`src/rtl/q16_div_stage.sv`:
```
// ----------------------------------------------------------------------------
// Q16 divider stage
// One registered step group of the pipelined restoring divider.
// ----------------------------------------------------------------------------
module q16_div_stage #(
  parameter int NW    = 48,
  parameter int STEPS = 8
) (
  input  logic          clk,
  input  logic [NW-1:0] num_i,
  input  logic [NW-1:0] quo_i,
  input  logic [NW:0]   rem_i,
  input  logic [31:0]   den_i,
  output logic [NW-1:0] num_o,
  output logic [NW-1:0] quo_o,
  output logic [NW:0]   rem_o,
  output logic [31:0]   den_o
);

  logic [NW-1:0] num_nxt;
  logic [NW-1:0] quo_nxt;
  logic [NW:0]   rem_nxt;
  logic [NW-1:0] num_r;
  logic [NW-1:0] quo_r;
  logic [NW:0]   rem_r;
  logic [31:0]   den_r;

  always_comb begin
    logic [NW:0] trial;
    num_nxt = num_i;
    quo_nxt = quo_i;
    rem_nxt = rem_i;
    for (int i = 0; i < STEPS; i++) begin
      trial   = {rem_nxt[NW-1:0], num_nxt[NW-1]};
      num_nxt = {num_nxt[NW-2:0], 1'b0};
      if (trial >= {{(NW-31){1'b0}}, den_i}) begin
        rem_nxt = trial - {{(NW-31){1'b0}}, den_i};
        quo_nxt = {quo_nxt[NW-2:0], 1'b1};
      end else begin
        rem_nxt = trial;
        quo_nxt = {quo_nxt[NW-2:0], 1'b0};
      end
    end
  end

  always_ff @(posedge clk) begin
    num_r <= num_nxt;
    quo_r <= quo_nxt;
    rem_r <= rem_nxt;
    den_r <= den_i;
  end

  assign num_o = num_r;
  assign quo_o = quo_r;
  assign rem_o = rem_r;
  assign den_o = den_r;

endmodule

```
`config.mk`:
```
export PLATFORM = sky130hd
export DESIGN_NAME = q16_div_stage
export DESIGN_NICKNAME = d
export VERILOG_FILES = /design/src/rtl/q16_div_stage.sv
export SDC_FILE = /design/constraint.sdc
export NUM_CORES = 1
export LEC_CHECK = 0
export BUFFER_PORTS_ARGS = -buffer_cell sky130_fd_sc_hd__buf_2
export CELL_PAD_IN_SITES_DETAIL_PLACEMENT = 1
export CELL_PAD_IN_SITES_GLOBAL_PLACEMENT = 1
export CORE_MARGIN = 2
export CORE_UTILIZATION = 35
export CTS_CLUSTER_DIAMETER = 40
export CTS_CLUSTER_SIZE = 24
export DETAILED_ROUTE_END_ITERATION = 10
export PLACE_DENSITY_LB_ADDON = 0.1
export SKIP_LAST_GASP = 1
export SLEW_MARGIN = 20
export SYNTH_ARGS = -nofsm -noshare
export SYNTH_HDL_FRONTEND = slang
export SYNTH_SLANG_ARGS = --single-unit
```
`constraint.sdc`:
```
create_clock -name clk -period 52.1 [get_ports clk]
set_input_delay 10.42 -clock clk [delete_from_list [all_inputs] [get_ports clk]]
set_output_delay 10.42 -clock clk [all_outputs]
set_load 0.02 [all_outputs]
```
# --- Yosys cells after proc, flatten, opt, wreduce, memory -nomap -nowiden ---
# Index checks and enable logic that the tools add are counted.
word_totals:
  register_bits: 169
  input_bits: 178
  out_inout_bits: 177
  elab_cells: 36
op_classes:
  n_addsub: 8
  magnitude_cmp: 8
  n_mux: 16
ops:
  columns: ["operator", "n"]
  rows:
  - ["$ge A49 B32 Y1", 8]
  - ["$mux W48", 7]
  - ["$sub A48 B32 Y48", 7]
  - ["$mux W49", 1]
  - ["$sub A49 B32 Y49", 1]
  - ["$mux W1", 8]

# --- Depth between registers and ports, before layout ---
depth:
  word_depth: 16
  mapped_depth: 199
  depth_no_buf: 175

# --- Worst setup path before layout ---
# Ideal clock, no wire load.
synth_timing:
  kind: "input -> register"
  start: "input den_i[1]"
  end: "register rem_r[24] (netlist: rem_o[24])"
  setup_ps: 123
  arrival_time_ps: 45528
  t_required_ps: 51977
  path_slack_ps: 6448
  stages: 193
  n_path_buf: 26
  path_cell_list: "inv_1 > ha_1 > nor2b_1 > o31ai_1 > a2111oi_1 > o31a_2 > nor3_2 > clkbuf_1 > clkbuf_1 > clkbuf_1 > nand2_1 > o31ai_1 > ha_1 > or4_1 > o21ai_0 > a211o_1 > a211o_1 > o211ai_1 > [... 157 more ...] > o21ai_0 > a21boi_0 > o21ai_0 > a21boi_0 > o21ai_0 > a21oi_1 > o21ai_0 > a21oi_1 > o21ai_0 > a21oi_1 > o21ai_0 > a21boi_0 > o41ai_1 > o211a_1 > and4_1 > nand3_2 > buf_2 > mux2_1"
synth_between:
  elab_chain_len: 16
  word_cells_on_any_way: 24
  cone_classes: "8 x add/sub; 8 x order compare; 8 x mux"
synth_rtl:
  columns: ["element", "line_no", "rtl"]
  rows:
  - ["start: declaration", "13", "input logic [31:0] den_i,"]
  - ["$sub A48 B32 Y48 or $ge A49 B32 Y1 (tied branches)", "37, 36", null]
  - ["$mux W48", "36", "if (trial >= {{(NW-31){1'b0}}, den_i}) begin"]
  - ["$sub A48 B32 Y48 or $ge A49 B32 Y1 (tied branches)", "37, 36", null]
  - ["$mux W48", "36", null]
  - ["$sub A48 B32 Y48 or $ge A49 B32 Y1 (tied branches)", "37, 36", null]
  - ["$mux W48", "36", null]
  - ["$sub A48 B32 Y48 or $ge A49 B32 Y1 (tied branches)", "37, 36", null]
  - ["$mux W48", "36", null]
  - ["$sub A48 B32 Y48 or $ge A49 B32 Y1 (tied branches)", "37, 36", null]
  - ["$mux W48", "36", null]
  - ["$sub A48 B32 Y48 or $ge A49 B32 Y1 (tied branches)", "37, 36", null]
  - ["$mux W48", "36", null]
  - ["$sub A48 B32 Y48 or $ge A49 B32 Y1 (tied branches)", "37, 36", null]
  - ["$mux W48", "36", null]
  - ["$sub A49 B32 Y49 or $ge A49 B32 Y1 (tied branches)", "37, 36", null]
  - ["$mux W49 *", "36", null]
  - ["net rem_nxt[24]", "22", "logic [NW:0] rem_nxt;"]
  - ["end signal: assignment", "49", "rem_r <= rem_nxt;"]
  - ["end: declaration", "25", "logic [NW:0] rem_r;"]
# The timed path passes the listed nets; every way through them passes the cells marked *.

# --- Worst setup path in the final report ---
layout_timing:
  start: "input den_i[15]"
  end: "register rem_r[4] (netlist: rem_o[4])"
layout_between:
  elab_chain_len: 16
  word_cells_on_any_way: 24
  cone_classes: "8 x add/sub; 8 x order compare; 8 x mux"
layout_rtl:
  columns: ["element", "line_no"]
  rows:
  - ["$sub A48 B32 Y48 or $ge A49 B32 Y1 (tied branches)", "37, 36"]
  - ["$mux W48", "36"]
  - ["$sub A48 B32 Y48 or $ge A49 B32 Y1 (tied branches)", "37, 36"]
  - ["$mux W48", "36"]
  - ["$sub A48 B32 Y48 or $ge A49 B32 Y1 (tied branches)", "37, 36"]
  - ["$mux W48", "36"]
  - ["$sub A48 B32 Y48 or $ge A49 B32 Y1 (tied branches)", "37, 36"]
  - ["$mux W48", "36"]
  - ["$sub A48 B32 Y48 or $ge A49 B32 Y1 (tied branches)", "37, 36"]
  - ["$mux W48", "36"]
  - ["$sub A48 B32 Y48 or $ge A49 B32 Y1 (tied branches)", "37, 36"]
  - ["$mux W48", "36"]
  - ["$ge A49 B32 Y1 or $sub A48 B32 Y48 (tied branches)", "36, 37"]
  - ["$mux W48", "36"]
  - ["$sub A49 B32 Y49 or $ge A49 B32 Y1 (tied branches)", "37, 36"]
  - ["$mux W49 *", "36"]
  - ["net rem_nxt[4]", "22"]
# Marked as above.

==> summary.txt <==
Run status
  • Outcome: complete, no violations

Route
  • Met3 wire len: 2.08 mm
  • WL final: 90.8 mm
  • DRT iter0 DRCs: 1,075
  • Vias per inst: 5.60
  • Met1 wire length: 43.4 mm
  • Met2 WL: 42.8 mm
  • Max Used Layer: met4
  • Final ANT Viol Nets: 0
  • Drt wl/cell: 20.2 µm
  • Via count: 25,200
  • DRC: 0
  • Pre-antenna DRT Iters: 5

Worst setup path
  • Worst setup SP type: primary input
  • Crit path max-delay cell type: a2111oi_2
  • Crit path DAT: 49,120 ps
  • CP required: 52,470 ps
  • CP max FO: 70
  • Worst Setup Path Type: primary input to flip-flop
  • Critical path endpoint category: flip-flop
  • Max incr delay on CP: 580 ps
  • Cell mode on critical path: o21ai_0

Cells and area
  • Nets: 4,050
  • Ant diodes: 0
  • Post-Layout Cell Count: 4,494
  • Fillers: 8,537
  • Area Overhead vs Synth: 13.7%
  • Layout cells sized above 1: 0.143

Placed design
  • Cells after DPL: 4,459
  • Port bufs: 337
  • Placer congestion estimate: 0.911
  • Worst slack, placed: 1200 ps
  • Hpwl dp: 77.4 mm

STA
  • Final setup vio count: 0
  • Least-Margin Pin Slew: 1000 ps
  • Fmax: 0.0205 GHz
  • Fin crit share: 0.936
  • Max-slew violations: 0
  • Setup TNS: 0 ps
  • Setup WS post-layout: 3360 ps
  • RSZ-0062 raised after global routing: false
  • Endpoints failing hold: 0
  • Final Critical Period: 48,740 ps
  • Hold WS: 10,010 ps
  • Worst slew margin: 0.327

Global routing
  • Total GRT Usage: 0.255
  • First-pass GRT wire length: 143 mm
  • Gr ovfl total: 0
  • Initial antenna violation count: 2
  • Largest net degree at the start of global routing: 73
  • Vias in the first global route: 26,000

Clocking
  • Root Driver: clkbuf_16
  • CTS Hold Buffers Added: 0
  • CTS tree: built
  • Clock-pin slew on the worst setup and hold paths: 100 ps
  • H-tree depth: 4
  • Clock sink total: 169
  • Inserted Clock Buffers: 17
  • Clock buffer depth: 2

Die
  • Core Area: 0.0670 mm²
  • Die area: 0.0697 mm²
  • Row cnt: 95
  • Die Ht: 264 µm
  • IO Pins: 355
  • Die W: 264 µm
  • Initial Util: 0.353

Synthesis
  • Sequential share of the synthesized area: 0.143
  • Yosys warns: 0
  • Ys flop type: dfxtp_1
  • Syn Inst Count: 3,321
  • Async S/R FF share, synth: 0
  • Cell area after synthesis: 0.0237 mm²
  • Flops & latches, synth: 169
  • Post-synth EDFFs: 0
  • Library cells used by synthesis: 108
  • Mapped Avg Cell Area: 7.13 µm²

Min path
  • Worst hold stages: 1
  • Hold crit path type: primary input to flip-flop

Job
  • Max-cap check violation count: 0
## per-stage QoR
| stage | cell area [µm²] | util |
|---|---|---|
| floorplan | 23700 | - |
| CTS | 26800 | 0.400 |
| global route | 26900 | 0.401 |
| finish | 26900 | 0.401 |
| global placement | 26200 | 0.391 |
| detailed placement | 26200 | 0.391 |
## routing by layer
metal	vias up	GRT usage
li1	12600	-
met1	12000	0.331
met2	410	0.442
met3	90	0.0197
met4	0	0.0865
met5	-	0
## cells in the mapped netlist, drive strengths merged (67+ instances only)
cell type	count	area (µm²)
a21oi	395	2000
nor2	340	1290
nand2	293	1100
ha	256	3200
o21ai	231	1170
xnor2	200	1750
inv	178	668
dfxtp	169	3380
xor2	96	841
a21o	86	646
nand4	82	513
nand3	77	400
nor3	72	402
clkbuf	67	251
## cells in the final DEF, fill, tap and decap left out, types with 17 or more instances in the layout
cell / instances
inv_1: 170
nand2b_1: 45
clkbuf_16: 17
o211ai_1: 23
a31oi_1: 24
xor2_1: 96
nand4_1: 82
buf_2: 337
or2_2: 20
or3_1: 21
ha_1: 256
o21a_1: 39
o21ai_0: 222
and3_1: 42
o31ai_1: 35
xnor2_1: 200
a21oi_1: 390
a21o_1: 86
nor2b_1: 33
nor3_1: 65
dfxtp_1: 169
o21bai_1: 64
nand2_1: 293
buf_4: 32
nor4_1: 37
nor2_1: 338
nand3_1: 74
a21boi_0: 26
and2_1: 48
a211oi_1: 26
## registers in the layout, summed over array words and instances, names as in the netlist
signal,cells
quo_o,48
num_o,40
rem_o,49
den_o,32
## path summary, 6_finish.rpt
kind / endpoint / slack (ps) / startpoint
max: rem_o[4] / 3360 / den_i[15]
min: num_o[27] / 10010 / num_i[19]
## layout make-up
| cell class | instances | area (µm²) | area share |
|---|---|---|---|
| repair buffers | 371 | 1960 | 0.0728 |
| clock buffers | 17 | 425 | 0.0158 |
| clock inverters | 15 | 178 | 0.00660 |
| flip-flops and latches | 169 | 3380 | 0.126 |
| well taps | 873 | 1090 | 0.0406 |
| multi-input cells | 2871 | 19200 | 0.713 |
| inverters | 178 | 677 | 0.0252 |
## repair_timing
action | CTS | global route
setup endpoints to repair | 0 | 50
buffers inserted | 0 | 3
endpoints found under the hold margin | 0 | 0
gates resized for setup | 0 | 18
## worst max-delay path: cells and delay by family
kind            cells  cell delay (ps)
fa+ha+maj           8             2960
mux                 1              380
buf+inv            13             2460
simple gates       38             8520
compound gates    108            24100
## logic make-up (layout without fill, tap and decap cells)
logic type | count (synthesis) | after routing | share of synthesized area
other | 1 | 8 | 0.000158
AND/OR/NAND/NOR | 1178 | 1178 | 0.248
flip-flops | 169 | 169 | 0.143
XOR/XNOR | 296 | 296 | 0.109
adder cells (fa/ha/maj) | 264 | 264 | 0.142
buffers and inverters | 288 | 581 | 0.0500
AO/OA/AOI/OAI | 1092 | 1092 | 0.292
multiplexers | 33 | 33 | 0.0151
Power is left out: the tool's default activity adds up to more than one toggle a clock period on the data nets, which glitch-free logic cannot reach.
